File: config.mk
export PLATFORM = sky130hd
export DESIGN_NAME = neighbor_table_with_aging_core
export DESIGN_NICKNAME = d
export VERILOG_FILES = /design/src/hw/rtl/nbt_pkg.sv /design/src/hw/rtl/nbt_front.sv /design/src/hw/rtl/nbt_queue.sv /design/src/hw/rtl/nbt_back.sv /design/src/hw/rtl/neighbor_table_with_aging_core.sv
export SDC_FILE = /design/constraint.sdc
export NUM_CORES = 1
export LEC_CHECK = 0
export BUFFER_PORTS_ARGS = -buffer_cell sky130_fd_sc_hd__buf_2
export CORE_MARGIN = 1.5
export CORE_UTILIZATION = 53
export CTS_CLUSTER_DIAMETER = 80
export DETAILED_ROUTE_END_ITERATION = 10
export PLACE_DENSITY = 0.66
export REMOVE_ABC_BUFFERS = 1
export SYNTH_ARGS = -nofsm -noshare
export SYNTH_HDL_FRONTEND = slang
export SYNTH_HIERARCHICAL = 1
export SYNTH_SLANG_ARGS = --single-unit
File: constraint.sdc
create_clock -name clk_i -period 7.45 [get_ports clk_i]
set_input_delay 1.8625 -clock clk_i [delete_from_list [all_inputs] [get_ports clk_i]]
set_output_delay 1.8625 -clock clk_i [all_outputs]
set_load 0.02 [all_outputs]
File: src/hw/rtl/nbt_pkg.sv
// shared types and constants for the neighbor table block
// no dependencies; used by every module of the block
package nbt_pkg;

  localparam int unsigned TABLE_DEPTH_DEF = 16;
  localparam int unsigned QUEUE_DEPTH     = 2;

  localparam logic [15:0] BROADCAST_ADDR = 16'hFFFF;
  localparam logic [4:0]  REMOVED_MAX    = 5'd31;

  localparam logic [15:0] OWN_ADDR_RST  = 16'd1;
  localparam logic [15:0] TIMEOUT_RST   = 16'd50;
  localparam logic [15:0] HEARTBEAT_RST = 16'd5;

  typedef enum logic [1:0] {
    CMD_TICK  = 2'd0,
    CMD_RECV  = 2'd1,
    CMD_SEND  = 2'd2,
    CMD_QUERY = 2'd3
  } cmd_e;

  typedef enum logic [2:0] {
    ACT_NONE      = 3'd0,
    ACT_HEARTBEAT = 3'd1,
    ACT_DELIVER   = 3'd2,
    ACT_TRANSMIT  = 3'd3,
    ACT_DROPPED   = 3'd4
  } action_e;

  typedef enum logic [1:0] {
    REG_OWN_ADDR  = 2'd0,
    REG_TIMEOUT   = 2'd1,
    REG_HEARTBEAT = 2'd2
  } reg_idx_e;

  typedef enum logic [2:0] {
    OP_TICK,
    OP_RECV,
    OP_TRANSMIT,
    OP_LOOPBACK,
    OP_DROP,
    OP_QUERY
  } op_kind_e;

  typedef enum logic [1:0] {
    S_IDLE,
    S_START,
    S_SCAN,
    S_DONE
  } back_state_e;

  typedef struct packed {
    cmd_e        command;
    logic [15:0] peer_address;
    logic [15:0] dest_address;
    logic        is_heartbeat;
    logic [7:0]  hop_count;
    logic        payload_empty;
  } nbt_in_t;

  typedef struct packed {
    action_e     action;
    logic [15:0] out_source;
    logic [15:0] out_dest;
    logic [7:0]  out_hops;
    logic        out_heartbeat;
    logic        reachable;
    logic        table_overflow;
    logic [4:0]  removed_count;
  } nbt_out_t;

  typedef struct packed {
    logic [15:0] own_address;
    logic [15:0] timeout_ticks;
    logic [15:0] heartbeat_ticks;
  } cfg_t;

  // classified request handed from front to back
  typedef struct packed {
    op_kind_e    kind;
    logic [15:0] peer;
    logic [15:0] dest;
    logic [7:0]  hops;
    logic        hb;
    logic        deliver;
  } op_t;

endpackage

File: src/hw/rtl/nbt_front.sv
// front stage: accepts requests and classifies them into table operations
// depends on nbt_pkg
module nbt_front (
  input  logic           clk_i,
  input  logic           rst_ni,
  input  nbt_pkg::cfg_t  cfg_i,
  input  logic           in_valid_i,
  output logic           in_ready_o,
  input  nbt_pkg::nbt_in_t in_data_i,
  output logic           op_valid_o,
  input  logic           op_ready_i,
  output nbt_pkg::op_t   op_o
);

  logic         front_vld_q, front_vld_d;
  nbt_pkg::op_t front_op_q, front_op_d;
  logic         accept;

  assign in_ready_o = !front_vld_q || op_ready_i;
  assign accept     = in_valid_i && in_ready_o;
  assign front_vld_d = accept || (front_vld_q && !op_ready_i);

  always_comb begin
    front_op_d         = '0;
    front_op_d.peer    = in_data_i.peer_address;
    front_op_d.dest    = in_data_i.dest_address;
    front_op_d.hb      = in_data_i.is_heartbeat;
    front_op_d.hops    = in_data_i.hop_count;
    front_op_d.deliver = 1'b0;
    unique case (in_data_i.command)
      nbt_pkg::CMD_TICK: begin
        front_op_d.kind = nbt_pkg::OP_TICK;
      end
      nbt_pkg::CMD_RECV: begin
        front_op_d.kind    = nbt_pkg::OP_RECV;
        front_op_d.deliver = !in_data_i.is_heartbeat &&
                             (in_data_i.dest_address == cfg_i.own_address ||
                              in_data_i.dest_address == nbt_pkg::BROADCAST_ADDR);
        // delivered hop count, floored at zero
        front_op_d.hops    = (in_data_i.hop_count != 8'd0) ?
                             in_data_i.hop_count - 8'd1 : 8'd0;
      end
      nbt_pkg::CMD_SEND: begin
        if (in_data_i.payload_empty) begin
          front_op_d.kind = nbt_pkg::OP_DROP;
        end else if (in_data_i.dest_address == cfg_i.own_address) begin
          front_op_d.kind = nbt_pkg::OP_LOOPBACK;
        end else begin
          front_op_d.kind = nbt_pkg::OP_TRANSMIT;
        end
      end
      nbt_pkg::CMD_QUERY: begin
        front_op_d.kind = nbt_pkg::OP_QUERY;
      end
      default: begin
        front_op_d.kind = nbt_pkg::OP_QUERY;
      end
    endcase
  end

  always_ff @(posedge clk_i or negedge rst_ni) begin
    if (!rst_ni) begin
      front_vld_q <= 1'b0;
    end else begin
      front_vld_q <= front_vld_d;
    end
  end

  always_ff @(posedge clk_i) begin
    if (accept) begin
      front_op_q <= front_op_d;
    end
  end

  assign op_valid_o = front_vld_q;
  assign op_o       = front_op_q;

endmodule

File: src/hw/rtl/nbt_queue.sv
// short fifo of classified operations between front and back
// depends on nbt_pkg
module nbt_queue (
  input  logic         clk_i,
  input  logic         rst_ni,
  input  logic         push_valid_i,
  output logic         push_ready_o,
  input  nbt_pkg::op_t push_data_i,
  output logic         pop_valid_o,
  input  logic         pop_ready_i,
  output nbt_pkg::op_t pop_data_o
);

  localparam int unsigned PTR_W = (nbt_pkg::QUEUE_DEPTH > 1) ?
                                  $clog2(nbt_pkg::QUEUE_DEPTH) : 1;
  localparam int unsigned CNT_W = $clog2(nbt_pkg::QUEUE_DEPTH + 1);

  nbt_pkg::op_t     slots_q [nbt_pkg::QUEUE_DEPTH];
  logic [PTR_W-1:0] wr_ptr_q, wr_ptr_d;
  logic [PTR_W-1:0] rd_ptr_q, rd_ptr_d;
  logic [CNT_W-1:0] count_q, count_d;
  logic             push, pop;

  assign push_ready_o = count_q != CNT_W'(nbt_pkg::QUEUE_DEPTH);
  assign pop_valid_o  = count_q != '0;
  assign push         = push_valid_i && push_ready_o;
  assign pop          = pop_valid_o && pop_ready_i;
  assign pop_data_o   = slots_q[rd_ptr_q];

  always_comb begin
    wr_ptr_d = wr_ptr_q;
    rd_ptr_d = rd_ptr_q;
    count_d  = count_q;
    if (push) begin
      wr_ptr_d = (wr_ptr_q == PTR_W'(nbt_pkg::QUEUE_DEPTH - 1)) ? '0 : wr_ptr_q + 1'b1;
    end
    if (pop) begin
      rd_ptr_d = (rd_ptr_q == PTR_W'(nbt_pkg::QUEUE_DEPTH - 1)) ? '0 : rd_ptr_q + 1'b1;
    end
    if (push && !pop) begin
      count_d = count_q + 1'b1;
    end else if (pop && !push) begin
      count_d = count_q - 1'b1;
    end
  end

  always_ff @(posedge clk_i or negedge rst_ni) begin
    if (!rst_ni) begin
      wr_ptr_q <= '0;
      rd_ptr_q <= '0;
      count_q  <= '0;
    end else begin
      wr_ptr_q <= wr_ptr_d;
      rd_ptr_q <= rd_ptr_d;
      count_q  <= count_d;
    end
  end

  always_ff @(posedge clk_i) begin
    if (push) begin
      slots_q[wr_ptr_q] <= push_data_i;
    end
  end

endmodule

File: src/hw/rtl/nbt_back.sv
// back end: executes operations against the neighbor table, scanning one entry a cycle
// depends on nbt_pkg; holds the address and last-seen memories and the result register
module nbt_back #(
  parameter int unsigned TABLE_DEPTH = nbt_pkg::TABLE_DEPTH_DEF
) (
  input  logic              clk_i,
  input  logic              rst_ni,
  input  nbt_pkg::cfg_t     cfg_i,
  input  logic              op_valid_i,
  output logic              op_ready_o,
  input  nbt_pkg::op_t      op_i,
  output logic              out_valid_o,
  input  logic              out_ready_i,
  output nbt_pkg::nbt_out_t out_data_o
);

  localparam int unsigned IDX_W = (TABLE_DEPTH > 1) ? $clog2(TABLE_DEPTH) : 1;
  localparam int unsigned CNT_W = $clog2(TABLE_DEPTH + 1);

  nbt_pkg::back_state_e state_q, state_d;
  nbt_pkg::op_t         op_q, op_d;
  nbt_pkg::nbt_out_t    res_q, res_d;
  logic                 res_vld_q, res_vld_d;

  logic [31:0] time_q, time_d;
  logic [31:0] last_tx_q, last_tx_d;
  logic [TABLE_DEPTH-1:0] valid_q, valid_d;

  logic [15:0] addr_mem [TABLE_DEPTH];
  logic [31:0] seen_mem [TABLE_DEPTH];
  logic [15:0] addr_rd_q;
  logic [31:0] seen_rd_q;

  logic [CNT_W-1:0] rd_cnt_q, rd_cnt_d;
  logic             cmp_vld_q, cmp_vld_d;
  logic [IDX_W-1:0] cmp_idx_q, cmp_idx_d;
  logic             match_q, match_d;
  logic [IDX_W-1:0] match_idx_q, match_idx_d;
  logic             free_q, free_d;
  logic [IDX_W-1:0] free_idx_q, free_idx_d;
  logic [4:0]       removed_q, removed_d;

  logic             issue;
  logic [IDX_W-1:0] rd_idx;
  logic             seen_we, addr_we;
  logic [IDX_W-1:0] wr_idx;

  assign rd_idx = rd_cnt_q[IDX_W-1:0];

  always_comb begin
    state_d     = state_q;
    op_d        = op_q;
    res_d       = res_q;
    res_vld_d   = res_vld_q && !out_ready_i;
    time_d      = time_q;
    last_tx_d   = last_tx_q;
    valid_d     = valid_q;
    rd_cnt_d    = rd_cnt_q;
    cmp_vld_d   = 1'b0;
    cmp_idx_d   = cmp_idx_q;
    match_d     = match_q;
    match_idx_d = match_idx_q;
    free_d      = free_q;
    free_idx_d  = free_idx_q;
    removed_d   = removed_q;
    op_ready_o  = 1'b0;
    issue       = 1'b0;
    seen_we     = 1'b0;
    addr_we     = 1'b0;
    wr_idx      = match_idx_q;

    unique case (state_q)
      nbt_pkg::S_IDLE: begin
        op_ready_o = !res_vld_q;
        if (op_valid_i && !res_vld_q) begin
          op_d    = op_i;
          state_d = nbt_pkg::S_START;
        end
      end

      nbt_pkg::S_START: begin
        res_d     = '0;
        rd_cnt_d  = '0;
        match_d   = 1'b0;
        free_d    = 1'b0;
        removed_d = '0;
        case (op_q.kind) inside
          nbt_pkg::OP_TICK: begin
            time_d = time_q + 32'd1;
            if ((time_d - last_tx_q) > {16'd0, cfg_i.heartbeat_ticks}) begin
              last_tx_d           = time_d;
              res_d.action        = nbt_pkg::ACT_HEARTBEAT;
              res_d.out_source    = cfg_i.own_address;
              res_d.out_dest      = nbt_pkg::BROADCAST_ADDR;
              res_d.out_heartbeat = 1'b1;
            end
            state_d = nbt_pkg::S_SCAN;
          end
          nbt_pkg::OP_RECV, nbt_pkg::OP_QUERY: begin
            state_d = nbt_pkg::S_SCAN;
          end
          nbt_pkg::OP_TRANSMIT, nbt_pkg::OP_LOOPBACK: begin
            res_d.action        = (op_q.kind == nbt_pkg::OP_TRANSMIT) ?
                                  nbt_pkg::ACT_TRANSMIT : nbt_pkg::ACT_DELIVER;
            res_d.out_source    = cfg_i.own_address;
            res_d.out_dest      = op_q.dest;
            res_d.out_hops      = op_q.hops;
            res_d.out_heartbeat = op_q.hb;
            if (op_q.kind == nbt_pkg::OP_TRANSMIT) begin
              last_tx_d = time_q;
            end
            res_vld_d = 1'b1;
            state_d   = nbt_pkg::S_IDLE;
          end
          nbt_pkg::OP_DROP: begin
            res_d.action = nbt_pkg::ACT_DROPPED;
            res_vld_d    = 1'b1;
            state_d      = nbt_pkg::S_IDLE;
          end
          default: begin
            state_d = nbt_pkg::S_IDLE;
          end
        endcase
      end

      nbt_pkg::S_SCAN: begin
        // read one entry a cycle, compare it the cycle after
        if (rd_cnt_q < CNT_W'(TABLE_DEPTH)) begin
          issue     = 1'b1;
          rd_cnt_d  = rd_cnt_q + 1'b1;
          cmp_vld_d = 1'b1;
          cmp_idx_d = rd_idx;
        end
        if (cmp_vld_q) begin
          if (op_q.kind == nbt_pkg::OP_TICK) begin
            if (valid_q[cmp_idx_q] &&
                (time_q - seen_rd_q) > {16'd0, cfg_i.timeout_ticks}) begin
              valid_d[cmp_idx_q] = 1'b0;
              if (removed_q != nbt_pkg::REMOVED_MAX) begin
                removed_d = removed_q + 5'd1;
              end
            end
          end else begin
            if (valid_q[cmp_idx_q] && addr_rd_q == op_q.peer && !match_q) begin
              match_d     = 1'b1;
              match_idx_d = cmp_idx_q;
            end
            if (!valid_q[cmp_idx_q] && !free_q) begin
              free_d     = 1'b1;
              free_idx_d = cmp_idx_q;
            end
          end
          if (cmp_idx_q == IDX_W'(TABLE_DEPTH - 1)) begin
            state_d = nbt_pkg::S_DONE;
          end
        end
      end

      nbt_pkg::S_DONE: begin
        case (op_q.kind) inside
          nbt_pkg::OP_TICK: begin
            res_d.removed_count = removed_q;
          end
          nbt_pkg::OP_QUERY: begin
            res_d.reachable = match_q;
          end
          nbt_pkg::OP_RECV: begin
            if (match_q) begin
              seen_we = 1'b1;
              wr_idx  = match_idx_q;
            end else if (free_q) begin
              seen_we             = 1'b1;
              addr_we             = 1'b1;
              wr_idx              = free_idx_q;
              valid_d[free_idx_q] = 1'b1;
            end else begin
              res_d.table_overflow = 1'b1;
            end
            if (op_q.deliver) begin
              res_d.action        = nbt_pkg::ACT_DELIVER;
              res_d.out_source    = op_q.peer;
              res_d.out_dest      = op_q.dest;
              res_d.out_hops      = op_q.hops;
              res_d.out_heartbeat = 1'b0;
            end
          end
          default: begin
            res_d = res_q;
          end
        endcase
        res_vld_d = 1'b1;
        state_d   = nbt_pkg::S_IDLE;
      end

      default: begin
        state_d = nbt_pkg::S_IDLE;
      end
    endcase
  end

  always_ff @(posedge clk_i or negedge rst_ni) begin
    if (!rst_ni) begin
      state_q   <= nbt_pkg::S_IDLE;
      res_vld_q <= 1'b0;
      time_q    <= '0;
      last_tx_q <= '0;
      valid_q   <= '0;
      rd_cnt_q  <= '0;
      cmp_vld_q <= 1'b0;
      match_q   <= 1'b0;
      free_q    <= 1'b0;
      removed_q <= '0;
    end else begin
      state_q   <= state_d;
      res_vld_q <= res_vld_d;
      time_q    <= time_d;
      last_tx_q <= last_tx_d;
      valid_q   <= valid_d;
      rd_cnt_q  <= rd_cnt_d;
      cmp_vld_q <= cmp_vld_d;
      match_q   <= match_d;
      free_q    <= free_d;
      removed_q <= removed_d;
    end
  end

  always_ff @(posedge clk_i) begin
    op_q        <= op_d;
    res_q       <= res_d;
    cmp_idx_q   <= cmp_idx_d;
    match_idx_q <= match_idx_d;
    free_idx_q  <= free_idx_d;
  end

  // table memories: one write and one registered read per cycle each
  always_ff @(posedge clk_i) begin
    if (seen_we) begin
      seen_mem[wr_idx] <= time_q;
    end
    if (addr_we) begin
      addr_mem[wr_idx] <= op_q.peer;
    end
    if (issue) begin
      addr_rd_q <= addr_mem[rd_idx];
      seen_rd_q <= seen_mem[rd_idx];
    end
  end

  assign out_valid_o = res_vld_q;
  assign out_data_o  = res_q;

endmodule

File: src/hw/rtl/neighbor_table_with_aging_core.sv
// path: a local send passes the front register, the queue slot, the back end start state and
// the result register; ticks, received headers and queries also pass the one-entry-per-cycle
// table scan and the done state; the back end works on one request at a time and takes its next
// request the cycle after its result is taken
// reset: async active low; clears time, transmit time, all entry valid bits, queues and
// result; configuration returns to address 1, timeout 50, heartbeat 5
module neighbor_table_with_aging_core #(
  parameter int unsigned TABLE_DEPTH = nbt_pkg::TABLE_DEPTH_DEF
) (
  input  logic              clk_i,
  input  logic              rst_ni,
  input  logic              cfg_we_i,
  input  logic [1:0]        cfg_idx_i,
  input  logic [15:0]       cfg_data_i,
  input  logic              in_valid_i,
  output logic              in_ready_o,
  input  nbt_pkg::nbt_in_t  in_data_i,
  output logic              out_valid_o,
  input  logic              out_ready_i,
  output nbt_pkg::nbt_out_t out_data_o
);

  nbt_pkg::cfg_t cfg_q, cfg_d;

  logic         fr_valid, fr_ready;
  nbt_pkg::op_t fr_op;
  logic         q_valid, q_ready;
  nbt_pkg::op_t q_op;

  always_comb begin
    cfg_d = cfg_q;
    if (cfg_we_i) begin
      case (cfg_idx_i)
        nbt_pkg::REG_OWN_ADDR:  cfg_d.own_address     = cfg_data_i;
        nbt_pkg::REG_TIMEOUT:   cfg_d.timeout_ticks   = cfg_data_i;
        nbt_pkg::REG_HEARTBEAT: cfg_d.heartbeat_ticks = cfg_data_i;
        default:                cfg_d = cfg_q;
      endcase
    end
  end

  always_ff @(posedge clk_i or negedge rst_ni) begin
    if (!rst_ni) begin
      cfg_q.own_address     <= nbt_pkg::OWN_ADDR_RST;
      cfg_q.timeout_ticks   <= nbt_pkg::TIMEOUT_RST;
      cfg_q.heartbeat_ticks <= nbt_pkg::HEARTBEAT_RST;
    end else begin
      cfg_q <= cfg_d;
    end
  end

  nbt_front u_front (
    .clk_i      (clk_i),
    .rst_ni     (rst_ni),
    .cfg_i      (cfg_q),
    .in_valid_i (in_valid_i),
    .in_ready_o (in_ready_o),
    .in_data_i  (in_data_i),
    .op_valid_o (fr_valid),
    .op_ready_i (fr_ready),
    .op_o       (fr_op)
  );

  nbt_queue u_queue (
    .clk_i        (clk_i),
    .rst_ni       (rst_ni),
    .push_valid_i (fr_valid),
    .push_ready_o (fr_ready),
    .push_data_i  (fr_op),
    .pop_valid_o  (q_valid),
    .pop_ready_i  (q_ready),
    .pop_data_o   (q_op)
  );

  nbt_back #(
    .TABLE_DEPTH (TABLE_DEPTH)
  ) u_back (
    .clk_i       (clk_i),
    .rst_ni      (rst_ni),
    .cfg_i       (cfg_q),
    .op_valid_i  (q_valid),
    .op_ready_o  (q_ready),
    .op_i        (q_op),
    .out_valid_o (out_valid_o),
    .out_ready_i (out_ready_i),
    .out_data_o  (out_data_o)
  );

endmodule

## After elaboration in Yosys (flattened, before gate mapping)

Memory sizes are Yosys's and may differ from the RTL's. A register that Yosys moved wholly into a read port is not among the register bits.
Cells that the tools add are included.

- Add/sub/neg operators: 10
- Shift-type cells: 0
- Bitwise logic cells: 4
- Magnitude comparators: 7
- Mux-type cells: 110
- Reductions and logical operators: 61
- Multipliers: 0
- Equality and inequality tests: 40
- Divide/modulo/power cells: 0

Operators with widths:

| kind | number |
|---|---|
| 2-to-1 mux 32 bit | 8 |
| 2-to-1 mux 44 bit | 4 |
| 2-to-1 mux 16 bit | 8 |
| case mux 51 bit (2 select lines) | 1 |
| > comparator 32 x 16 -> 1 bit | 2 |
| subtractor 32 bit | 2 |
| 2-to-1 mux 1 bit | 48 |
| 2-to-1 mux 8 bit | 5 |
| 2-to-1 mux 33 bit | 1 |
| adder 32 x 1 -> 32 bit (second input constant) | 1 |
| == test 16 bit | 2 |
| inequality test 2 x 1 -> 1 bit (second input constant) | 16 |
| case mux 16 bit (2 select lines) | 1 |
| 2-to-1 mux 5 bit | 6 |
| 2-to-1 mux 4 bit | 6 |
| case mux 5 bit (2 select lines) | 2 |
| AND 16 bit | 1 |
| == test 16 bit (second input constant) | 1 |
| NOT 16 bit | 1 |
| OR 16 bit | 1 |
| AND reduction 2 bit | 8 |
| AND reduction 4 bit | 4 |
| logical AND 1 bit | 15 |
| 2-to-1 mux 3 bit | 5 |
| other kinds (34) | 83 |

- Bits in writable memories: 858
- Bits of input ports: 67
- Latch bits: 0
- Memories: 3
- ROM bits: 0
- Logic and storage cells: 269
- Output and inout bits: 53
- Flip-flop bits (word level): 257

Memory list:

| name | words | bits a word | rd ports | clocked after Yosys merged registers in | write ports | line | source |
|---|---|---|---|---|---|---|---|
| u_back.seen_mem | 16 | 32 | 1 | 1 | 1 | nbt_back.sv:30 | `logic [31:0] seen_mem [TABLE_DEPTH];` |
| u_back.addr_mem | 16 | 16 | 1 | 1 | 1 | nbt_back.sv:29 | `logic [15:0] addr_mem [TABLE_DEPTH];` |
| u_queue.slots_q | 2 | 45 | 1 | 1 | 1 | nbt_queue.sv:18 | `nbt_pkg::op_t slots_q [nbt_pkg::QUEUE_DEPTH];` |

## Logic depth before layout (Yosys ltp)

Gate-level depths: netlist of the first run.

- Depth in word-level cells: 11
- Depth in mapped cells: 27

## Modules after synthesis

The synthesis of the first run kept the hierarchy.

Modules (own cells, without submodules):

| module | cells each | area an instance (um2) | times used |
|---|---|---|---|
| nbt_back | 2704 | 44268.7 | 1 |
| nbt_queue | 158 | 3641.0 | 1 |
| nbt_front | 115 | 1861.8 | 1 |
| neighbor_table_with_aging_core | 102 | 1823.0 | 1 |

## Worst setup path before layout of the first run

OpenSTA, ideal clock, no wires.

- Path type: register -> register
- Start point: register u_back.time_q[2]
- End point: register u_back.res_q (netlist bit u_back/out_data_o[22]) (data pin)
- Arrival: 5578 ps
- Cell stages (with the launch flop): 25
- Data required time: 7196 ps
- Slack: 1618 ps
- Buffers on the path: 5
- Path through: dfrtp_1 -> buf_2 -> nand2_1 -> or4_1 -> buf_2 -> or3_1 -> nor2_1 -> nand3_1 -> or2_2 -> xnor2_1 -> ha_1 -> clkbuf_1 -> a21oi_1 -> o21ai_0 -> a2111o_1 -> nor3_1 -> a311oi_1 -> or4_1 -> nor4b_1 -> nand4_1 -> buf_4 -> nand2_1 -> nor2_2 -> buf_2 -> a21o_1

RTL lines:

| element | line | source |
|---|---|---|
| start: declaration | nbt_back.sv:25 | `logic [31:0] time_q, time_d;` |
| start signal: assignment | nbt_back.sv:216 | `time_q <= time_d;` |
| end signal: assignment | nbt_back.sv:229 | `res_q <= res_d;` |
| end: declaration | nbt_back.sv:22 | `nbt_pkg::nbt_out_t res_q, res_d;` |

## Worst setup path in the final report of the first run

- Start point: register u_back.time_q[7]
- End point: register u_back.last_tx_q[9]

- Longest elaborated chain between the ends: 5
- Elaborated cells on any way between the ends: 7
- Classes of those cells: 2 x add/sub; 1 x order compare; 1 x eq/ne; 2 x mux; 1 x reduce/logical

RTL lines:

| element | line | source |
|---|---|---|
| adder 32 x 1 -> 32 bit * | nbt_back.sv:89 | `time_d = time_q + 32'd1;` |
| subtractor 32 bit | nbt_back.sv:90 | `if ((time_d - last_tx_q) > {16'd0, cfg_i.heartbeat_ticks}) begin` |
| > comparator 32 x 16 -> 1 bit | nbt_back.sv:90 |  |
| inequality test 2 x 1 -> 1 bit (no line) | n/a |  |
| AND reduction 5 bit (no line) | n/a |  |
| end signal: assignment | nbt_back.sv:217 | `last_tx_q <= last_tx_d;` |
| end: declaration | nbt_back.sv:26 | `logic [31:0] last_tx_q, last_tx_d;` |

Mark *: on every way between the ends. The rest lies on a longest branch, timed or not. The select of a mux whose other input is x is not followed.
A chain may end at the register's enable or synchronous reset.

==> reports/metrics.yaml, run 1 <==
routing:
  route.detailed.drc: 0
  wl_per_cell_um: 26.8
  routed_wl_um: 124000
  first_pass_iters: 6
  antenna_left: 0
  vias_per_cell: 6.17
  drtIter0Drc: 3325
  num_vias: 28553
critical_path:
  worst-endpoint-required_ns: 8.07
  crit_type: "flop to flop"
  critPathCaptureType: "flop"
  critPathMaxFanout: 57
  r2r_setup_slack_ns: 0.91
  crit_arrival_ns: 7.15
  cp-start-kind: "flop"
global_routing:
  overflow: 0
  grt_antenna_before_repair: 6
  grt_max_degree: 129
  grt_pass1_wl_um: 183000
  grt_use_total_pct: 25.1
  grt_pass1_vias: 28602
timing:
  fin_crit_ns: 6.54
  hold-worst-slack_ns: 0.434
  rsz0062_at_grt: "no"
  fin_crit_sh_pct: 87.7
  relSlewSlack_pct: 20.3
  setup_viol_count_final: 0
  clock_skew_ns: 0.0248
  finalHoldViolations: 0
  slew_violations: 0
  finalSetupTns_ns: 0
  worst_pin_slew_ns: 1.19
  fmax_mhz: 153
yosys:
  syn_inst: 3079
  synth_edf_count: 1059
  syn-cell-area_mm2: 0.0516
  synth_ff_type: "edfxtp_1"
  syn_avg_cell_area_um2: 16.8
  synth.largest_area_cell: "edfxtp_1"
  synth_cell_type_count: 85
  synth_most_common_cell: "edfxtp_1"
  synth_common_cells: "edfxtp_1, mux4_2, nor2_1"
  synth.top_cells.by_area: "edfxtp_1, mux4_2, dfrtp_1"
  yosysWarningCount: 6
  seq_area_frac_synth_pct: 68.9
  synth_top_area_share_pct: 61.6
  synthArstFlopShare_pct: 12.3
  synth_seq_cells: 1208
die:
  die_area_mm2: 0.0992
  die-height_um: 315
  die_x_um: 315
  core_mm2: 0.0966
  io_pins: 120
  rows: 114
  floorplan.initialDensity_pct: 53.4
cts:
  cts_buffers: 118
  cts_max_path_buffers: 3
  cts_setup_buffers: 0
  clkTransAtPathRegs_ns: 0.06
  clock_sinks: 1208
  cts_hold_buffers: 0
  clk_latency_ns: 0.72
  cts_resized: 0
  cts_tree: "yes"
  ctsRootBufferMaster: "clkbuf_16"
  htree_levels: 3
placement:
  globalplace.congestion: 0.903
  dp_cells: 4408
  hpwl_um: 77100
  dpl-instance-area_mm2: 0.0539
  port_buffers: 119
final_layout:
  synthToLayoutAreaGrowth_pct: 12.3
  drive_gt1_share_pct: 23.4
  fin_area_mm2: 0.0579
  instances_no_fill: 4631
  nNetsFinal: 3422
pwr:
  power.leakage_uw: 0.0214
  vdd_drop_max_uv: 326
  p_per_area_mw_per_mm2: 336
job:
  cap_violations: 0
min_path:
  hold_path_class: "flop to flop"
status:
  status: "finished, final reports clean"
[critical path, stage by stage, from the launching register on]
cell      delay [ns]
dfrtp_1         0.32
buf_4           0.27
nand3_1         0.14
or4_1           0.57
or3_1           0.50
nor2_1          0.29
nand3_1         0.22
or2_2           0.44
xnor2_1         0.15
ha_1            0.45
a21oi_1         0.18
o21ai_0         0.19
a2111o_1        0.38
nor3_1          0.14
a311oi_1        0.07
or4_1           0.51
nor4b_1         0.31
nand4_1         0.13
buf_4           0.22
o21ai_4         0.12
buf_4           0.48
nor2_1          0.14
a21oi_1         0.14
[placed cells by master (no fill, tap or decap), types with 64 or more instances in the layout]
cell type and count:
a21oi_1 131, buf_4 78, o21ai_0 64, clkbuf_16 118, mux4_2 245, dfrtp_1 138
ha_1 101, nor2_1 158, edfxtp_1 1059, xnor2_1 109, buf_2 118, inv_1 115
nand2_1 167
[per-layer routing]
layer	vias up	routed length (um)	global-route usage, %
met5	-	0	0
met4	0	2450	6.11
met3	175	8470	3.70
met2	1093	60500	40.4
met1	14963	52900	36.5
li1	12322	-	-
[where the power goes]
| group | total [uW] | leakage (uW) | switching, uW | internal [uW] |
|---|---|---|---|---|
| Clock | 6040 | 0.00192 | 2580 | 3460 |
| Combinational | 4250 | 0.00690 | 2510 | 1750 |
| Sequential | 9150 | 0.0126 | 624 | 8520 |
[final cells by class]
type | instances | area [um^2]
flip-flops and latches | 1208 | 35600
clock buffers | 138 | 3040
clock inverters | 83 | 941
well taps | 1276 | 1600
multi-input cells | 1606 | 15100
inverters | 119 | 447
diodes | 2 | 5.00
fillers | 7036 | 38600
repair buffers | 199 | 1230
[state kept, by name, summed over array words and instances (netlist names), 5 cells and up, named ones only]
register	cells
u_queue/slots_q	90
u_back/addr_mem	256
u_back/last_tx_q	32
u_back/removed_q	5
u_back/rd_cnt_q	5
u_back/time_q	32
u_back/seen_rd_q	32
u_back/addr_rd_q	16
u_back/out_data_o	51
u_front/op_o	45
u_back/op_q	45
cfg_q	48
u_back/valid_q	16
u_back/seen_mem	512
[cells by family after synthesis]
logic type / Yosys count / synth area share (%)
buffers and inverters: 265 / 2.18
and+or+nand+nor: 603 / 5.63
xor gates and xnor gates: 173 / 2.95
adders and majority gates: 103 / 2.53
DFF: 1208 / 68.9
AOI/OAI and AO/OA: 385 / 4.75
muxes: 342 / 13.1
[stage by stage]
stage                     setup WS, ns  util, %  power (uW)
after floorplan                  -1.34        -       12300
after global placement            1.19     55.9       13400
after detailed placement          1.07     55.9       13500
after CTS                         1.03     60.0       19500
after global routing             0.414     60.0       20200
final                            0.915     60.0       19400
[worst paths after layout]
kind	cells past startpoint	end	startpoint
worst max-delay path	22	u_back/last_tx_q[9]$_DFFE_PN0P_	u_back/time_q[7]$_DFFE_PN0P_
worst min-delay path	0	u_queue/slots_q[0][18]$_DFFE_PP_	u_front/op_o[18]$_DFFE_PP_
worst max register to register	22	u_back/last_tx_q[9]$_DFFE_PN0P_	u_back/time_q[7]$_DFFE_PN0P_
worst min register to register	0	u_queue/slots_q[0][18]$_DFFE_PP_	u_front/op_o[18]$_DFFE_PP_
max in group asynchronous	2	u_queue/rd_ptr_q$_DFFE_PN0P_	rst_ni
min in group asynchronous	1	u_back/time_q[12]$_DFFE_PN0P_	rst_ni
No activity file was read; power rests on OpenSTA's default activity.
==> run 2: changes to the inputs <==
--- a/config.mk
+++ b/config.mk
@@ -7,10 +7,11 @@
 export LEC_CHECK = 0
 export BUFFER_PORTS_ARGS = -buffer_cell sky130_fd_sc_hd__buf_2
 export CORE_MARGIN = 1.5
-export CORE_UTILIZATION = 53
+export CORE_UTILIZATION = 60
 export CTS_CLUSTER_DIAMETER = 80
 export DETAILED_ROUTE_END_ITERATION = 10
-export PLACE_DENSITY = 0.66
+export GPL_ROUTABILITY_DRIVEN = 0
+export PLACE_DENSITY = 0.74
 export REMOVE_ABC_BUFFERS = 1
 export SYNTH_ARGS = -nofsm -noshare
 export SYNTH_HDL_FRONTEND = slang
==> reports/metrics.yaml, run 2 (synthesis gave the netlist of run 1 again) <==
status:
  status: "finished, final reports clean"
timing:
  fmax_mhz: 158  # +3.2%
  hold-worst-slack_ns: 0.437  # +0.00331 ns
  fin_crit_ns: 6.33  # -0.202 ns
  slew_violations: 0  # unchanged
  rsz0062_at_grt: "no"
  worst_pin_slew_ns: 1.22  # +0.0298 ns
  relSlewSlack_pct: 18.6  # -1.7 points
  finalHoldViolations: 0  # unchanged
  clock_skew_ns: 0.0388  # +0.0141 ns
  fin_crit_sh_pct: 85.0  # -2.7 points
  setup_viol_count_final: 0  # unchanged
placement:
  dp_cells: 4280  # -2.9%
  port_buffers: 119  # unchanged
  hpwl_um: 72800  # -5.6%
min_path:
  hold_path_class: "flop to flop"
  min_from: "u_front/op_o[21]$_DFFE_PP_"
cts:
  clk_latency_ns: 0.71  # about the same
  cts_buffers: 113  # -4.2%
  clock_sinks: 1208  # unchanged
  cts_hold_buffers: 0  # unchanged
  cts_setup_buffers: 0  # unchanged
  htree_levels: 3  # unchanged
  cts_tree: "yes"
  cts_resized: 0  # unchanged
  ctsRootBufferMaster: "clkbuf_16"
  clkTransAtPathRegs_ns: 0.06  # about the same
  cts_max_path_buffers: 3  # unchanged
final_layout:
  largest_reg_flops: 512  # unchanged
  synthToLayoutAreaGrowth_pct: 11.2
  layout_commonest_cell: "edfxtp_1"
  instances_no_fill: 4492  # -3.0%
  largest-register: "u_back/seen_mem"
  nNetsFinal: 3421  # -0.029%
  layout_common_cells: "edfxtp_1, mux4_2, nand2_1"
  drive_gt1_share_pct: 22.9  # -0.52 points
  top_regs: "u_back/seen_mem (512), u_back/addr_mem (256), u_queue/slots_q (90)"
die:
  io_pins: 120  # unchanged
  rows: 107  # -6.1%
  floorplan.initialDensity_pct: 60.6  # +7.2 points
  core_mm2: 0.0851  # -12%
  die_x_um: 296  # -6.0%
  die-height_um: 296  # -6.0%
  die_area_mm2: 0.0878  # -12%
routing:
  first_pass_iters: 6  # unchanged
  route.detailed.drc: 0  # unchanged
  antenna_left: 0  # unchanged
  num_vias: 29093  # +1.9%
  vias_per_cell: 6.48  # +5.0%
  drtIter0Drc: 3474  # +4.5%
  wl_per_cell_um: 27.0  # +0.71%
  routed_wl_um: 121000  # -2.3%
pwr:
  p_per_area_mw_per_mm2: 329  # -1.8%
  vdd_drop_max_uv: 403  # +24%
  power.leakage_uw: 0.0212  # -0.93%
critical_path:
  endpoint: "u_back/last_tx_q[15]$_DFFE_PN0P_"
  worst-endpoint-required_ns: 8.06  # about the same
  crit_type: "flop to flop"
  reg2reg_depth: 24  # +9.1%
  crit_arrival_ns: 6.95  # -0.20 ns
  r2r_setup_slack_ns: 1.12  # +0.20 ns
  critPathMaxFanout: 51  # -11%
  crit_start: "u_back/time_q[3]$_DFFE_PN0P_"
  worstReg2RegEnd: "u_back/last_tx_q[15]$_DFFE_PN0P_"
  cp-start-kind: "flop"
  critPathCaptureType: "flop"
  r2r_start: "u_back/time_q[3]$_DFFE_PN0P_"
global_routing:
  grt_use_total_pct: 27.9  # +2.8 points
  grt_antenna_before_repair: 3  # -3
  grt_pass1_wl_um: 180000  # -1.9%
  grt_pass1_vias: 29161  # +2.0%
  grt_max_degree: 127  # -1.6%
  overflow: 0  # unchanged
job:
  cap_violations: 0  # unchanged
[run 2: cell types whose count changed in the layout (fill, tap and decap cells not counted), moves of 2 or more]
cell,change
clkinvlp_2,+2
clkinv_1,+5
clkbuf_16,-4
buf_4,+3
clkinv_2,-8
bufinv_16,-9
clkinv_4,-2
clkbuf_1,+8
clkinv_16,-2
[run 2: cell type report]
| class | count | area, um^2 |
|---|---|---|
| multi-input cells | 1606 | 15100 |
| clock buffers | 141 | 2950 |
| clock inverters | 69 | 578 |
| repair buffers | 203 | 1270 |
| diodes | 2 | 5.00 |
| well taps | 1144 | 1430 |
| flip-flops and latches | 1208 | 35600 |
| fillers | 5503 | 27800 |
| inverters | 119 | 447 |
[run 2: worst max-delay path, stage by stage, from the launching register on]
cell and delay, ns:
dfrtp_1 0.34, buf_4 0.26, nand3_1 0.23, or2_2 0.40, nor2_1 0.37, xor2_1 0.14, ha_1 0.41, and3_1 0.20
a21boi_0 0.27, a21oi_1 0.14, o21ai_0 0.46, xor2_1 0.27, ha_1 0.29, a211oi_1 0.29, o32ai_1 0.15, a2111o_1 0.30
a21oi_1 0.13, nand3_1 0.09, nor4b_1 0.35, nand4_1 0.15, buf_4 0.22, o21ai_4 0.25, buf_12 0.26, nor2_1 0.08
a21oi_1 0.13
[run 2: per-layer routing]
| layer | GRT usage [%] | share of wire [%] | vias up |
|---|---|---|---|
| li1 | - | - | 12330 |
| met1 | 39.6 | 39 | 14982 |
| met2 | 44.8 | 49 | 1536 |
| met3 | 4.62 | 9.1 | 243 |
| met4 | 9.06 | 2.7 | 2 |
| met5 | 0 | 0.011 | - |
[run 2: worst min path at each step]
stage / endpoint / cells past startpoint
after floorplan: u_queue/slots_q[0][0]$_DFFE_PP_ / 0
after global placement: u_queue/slots_q[0][16]$_DFFE_PP_ / 0
after detailed placement: u_queue/slots_q[1][26]$_DFFE_PP_ / 0
after CTS: u_queue/slots_q[1][25]$_DFFE_PP_ / 0
after global routing: u_queue/slots_q[0][26]$_DFFE_PP_ / 0
final: u_queue/slots_q[1][21]$_DFFE_PP_ / 0
[run 2: report_power, final]
group          internal, uW  switching [uW]
Clock                  3030            2470
Combinational          1760            2510
Sequential             8520             600
[run 2: stage by stage]
step	setup slack, ns	setup TNS, ns	power [uW]	util, %	cell area [um^2]
after floorplan	-1.34	-69.50	12300	-	50900
after global placement	1.41	0	13300	63.2	53800
after detailed placement	1.26	0	13400	63.2	53800
after CTS	1.23	0	18900	67.4	57400
after global routing	0.695	0	19600	67.4	57400
final	1.12	0	18900	67.4	57400
==> run 3: changes to the inputs <==
--- a/config.mk
+++ b/config.mk
@@ -5,6 +5,7 @@
 export SDC_FILE = /design/constraint.sdc
 export NUM_CORES = 1
 export LEC_CHECK = 0
+export ABC_AREA = 1
 export BUFFER_PORTS_ARGS = -buffer_cell sky130_fd_sc_hd__buf_2
 export CORE_MARGIN = 1.5
 export CORE_UTILIZATION = 60
==> constraint.sdc (replaced) <==
create_clock -name clk_i -period 7.04 [get_ports clk_i]
set_input_delay 1.76 -clock clk_i [delete_from_list [all_inputs] [get_ports clk_i]]
set_output_delay 1.76 -clock clk_i [all_outputs]
set_load 0.02 [all_outputs]
==> reports/metrics.yaml, run 3 <==
status:
  status: "finished, final reports clean"
timing:
  rsz0062_at_grt: "no"
  worst_pin_slew_ns: 1.20  # -0.0162 ns
  finalHoldViolations: 0  # unchanged
  clock_skew_ns: 0.0322  # -0.00668 ns
  hold-worst-slack_ns: 0.446  # +0.00928 ns
  setup_viol_count_final: 0  # unchanged
  fin_ws_ns: 0.976  # -0.141 ns
  fin_crit_sh_pct: 86.1  # +1.1 points
  relSlewSlack_pct: 19.4  # +0.80 points
  slew_violations: 0  # unchanged
  fin_crit_ns: 6.06  # -0.269 ns
  fmax_mhz: 165  # +4.4%
yosys:
  synth_top_family_by_area: "simple AND/OR/NAND/NOR gates"
  seq_area_frac_synth_pct: 65.4  # -3.5 points
  synth_cell_type_count: 55  # -35%
  synth_most_common_cell: "nand2_1"
  synth_mux_area_share_pct: 0  # -13 points
  synth.largest_area_cell: "edfxtp_1"
  synth_compound_area_share_pct: 9.55  # +4.8 points
  syn-cell-area_mm2: 0.0543  # +5.3%
  syn_inst: 5230  # +70%
  synth_edf_count: 1059  # unchanged
  synth.top_cells.by_area: "edfxtp_1, nand2_1, dfrtp_1"
  yosysWarningCount: 6  # unchanged
  synthXorXnorAreaFrac_pct: 0.935  # -2.0 points
  synth_common_cells: "nand2_1, edfxtp_1, nor2_1"
  syn_avg_cell_area_um2: 10.4  # -38%
  synthArstFlopShare_pct: 12.3  # unchanged
  synth_ff_type: "edfxtp_1"
  synth_seq_cells: 1208  # unchanged
  synth_top_area_share_pct: 58.5  # -3.1 points
  synth_simple_gate_area_share_pct: 16.4  # +11 points
  synth_fa_ha_area_share_pct: 2.40  # -0.13 points
placement:
  hpwl_um: 83000  # +14%
  dp_cells: 6368  # +49%
  port_buffers: 119  # unchanged
  dpl-instance-area_mm2: 0.0562  # +4.3%
  place_ws_ns: 1.18  # -0.0733 ns
routing:
  wl_per_cell_um: 21.3  # -21%
  routed_wl_um: 140000  # +15%
  wl_met3_um: 13600  # +23%
  first_pass_iters: 7  # +1
  vias_per_cell: 6.00  # -7.3%
  drtIter0Drc: 5542  # +60%
  route.detailed.drc: 0  # unchanged
  met1_length_um: 56800  # +20%
  antenna_left: 0  # unchanged
  top_layer_used: "met4"
  wl_met2_um: 65100  # +9.4%
  num_vias: 39518  # +36%
final_layout:
  fillers: 6623  # +20%
  utilization_pct: 66.8  # -0.60 points
  drive_gt1_share_pct: 8.77  # -14 points
  nNetsFinal: 5478  # +60%
  regArea_mm2: 0.0355  # about the same
  multi_input_area_mm2: 0.0161  # +6.5%
  layout_commonest_cell: "nand2_1"
  largest_reg_flops: 512  # unchanged
  top_regs: "u_back/seen_mem (512), u_back/addr_mem (256), u_queue/slots_q (90)"
  fin_area_mm2: 0.0600  # +4.6%
  layout_common_cells: "nand2_1, edfxtp_1, nor2_1"
  synthToLayoutAreaGrowth_pct: 10.4
  instances_no_fill: 6583  # +47%
  largest-register: "u_back/seen_mem"
global_routing:
  grt_pass1_wl_um: 214000  # +19%
  grt_antenna_before_repair: 1  # -2
  grt_pass1_vias: 36878  # +26%
  grt_max_degree: 239  # +88%
  grt_use_total_pct: 29.9  # +2.0 points
  overflow: 0  # unchanged
die:
  floorplan.initialDensity_pct: 60.5  # -0.13 points
  core_mm2: 0.0899  # +5.6%
  io_pins: 120  # unchanged
  rows: 110  # +2.8%
  die_area_mm2: 0.0924  # +5.3%
  die_x_um: 304  # +2.6%
  die-height_um: 304  # +2.6%
critical_path:
  cp_top_family: "simple AND/OR/NAND/NOR gates"
  slowest_delay_ns: 0.80  # +0.34 ns
  critical_path_buf_inv_count: 3  # unchanged
  crit_arrival_ns: 6.70  # -0.25 ns
  cp-start-kind: "flop"
  cp_common_cell: "nand2_1"
  critPathCaptureType: "flop"
  cp_slowest_cell: "dfrtp_1"
  worst-endpoint-required_ns: 7.68  # -0.38 ns
  critPathMaxFanout: 34  # -33%
  crit_type: "flop to flop"
pwr:
  combPwrFrac_pct: 26.0  # +3.4 points
  internal_power_uw: 14200  # +6.5%
  switching_power_uw: 7310  # +31%
  clkPwrFrac_pct: 29.4  # +0.3 points
  p_sw_share_pct: 34.0  # +4.5 points
  vdd_drop_max_uv: 461  # +14%
  p_per_area_mw_per_mm2: 358  # +8.7%
  power.leakage_uw: 0.0231  # +8.7%
  p_seq_share_pct: 44.6  # -3.7 points
min_path:
  hold_path_class: "flop to flop"
cts:
  ctsRootBufferMaster: "clkbuf_16"
  cts_buffers: 114  # +0.88%
  cts_max_path_buffers: 3  # unchanged
  clock_sinks: 1208  # unchanged
  cts_hold_buffers: 0  # unchanged
  clkTransAtPathRegs_ns: 0.06  # about the same
  cts_setup_buffers: 0  # unchanged
  cts_resized: 0  # unchanged
  cts_tree: "yes"
  clk_latency_ns: 0.70  # about the same
  htree_levels: 3  # unchanged
job:
  cap_violations: 0  # unchanged
## run 3: metrics by stage
| step | setup TNS (ns) | total power, uW |
|---|---|---|
| 5_1_grt | 0 | 22500 |
| 4_1_cts | 0 | 21500 |
| 6_report | 0 | 21500 |
| 3_5_place_dp | 0 | 15200 |
| 2_1_floorplan | -261.12 | 13200 |
| 3_3_place_gp | 0 | 15000 |
## run 3: layout make-up
| class | instances | area share [%] |
|---|---|---|
| diodes | 1 | 0.00417 |
| clock buffers | 137 | 5.02 |
| clock inverters | 77 | 1.39 |
| inverters | 496 | 3.13 |
| multi-input cells | 3300 | 26.9 |
| flip-flops and latches | 1208 | 59.2 |
| well taps | 1176 | 2.45 |
| repair buffers | 188 | 1.91 |
## run 3: power by group through the flow
stage                     sequential (uW)  combinational, uW  clock [uW]
after floorplan                      9830               3380           0
after global placement               9690               5310           0
after detailed placement             9710               5460           0
after CTS                            9580               5520        6360
after global routing                 9650               6180        6640
final                                9580               5590        6320
## run 3: kinds of logic (layout without fill, tap and decap cells)
kind of cell,Yosys count,after routing
compound gates,957,957
xor+xnor,58,58
simple gates,2182,2182
flops,1208,1208
other cells,0,1
buf+inv,722,898
fa+ha+maj,103,103
## run 3: path summary, 6_finish.rpt
check | start | endpoint | slack [ns] | cells after the start
worst max-delay path | u_back/time_q[1]$_DFFE_PN0P_ | u_back/last_tx_q[17]$_DFFE_PN0P_ | 0.98 | 29
worst min-delay path | u_front/op_o[15]$_DFFE_PP_ | u_queue/slots_q[1][15]$_DFFE_PP_ | 0.45 | 0
worst max register to register | u_back/time_q[1]$_DFFE_PN0P_ | u_back/last_tx_q[17]$_DFFE_PN0P_ | 0.98 | 29
worst min register to register | u_front/op_o[15]$_DFFE_PP_ | u_queue/slots_q[1][15]$_DFFE_PP_ | 0.45 | 0
max in group asynchronous | rst_ni | u_back/removed_q[4]$_DFFE_PN0P_ | 4.49 | 2
min in group asynchronous | rst_ni | u_queue/wr_ptr_q$_DFFE_PN0P_ | 1.12 | 1
## run 3: metal layers
| layer | GRT usage (%) | vias to the layer above |
|---|---|---|
| li1 | - | 18093 |
| met1 | 42.8 | 19082 |
| met2 | 47.4 | 2045 |
| met3 | 4.53 | 298 |
| met4 | 10.1 | 0 |
| met5 | 0 | - |
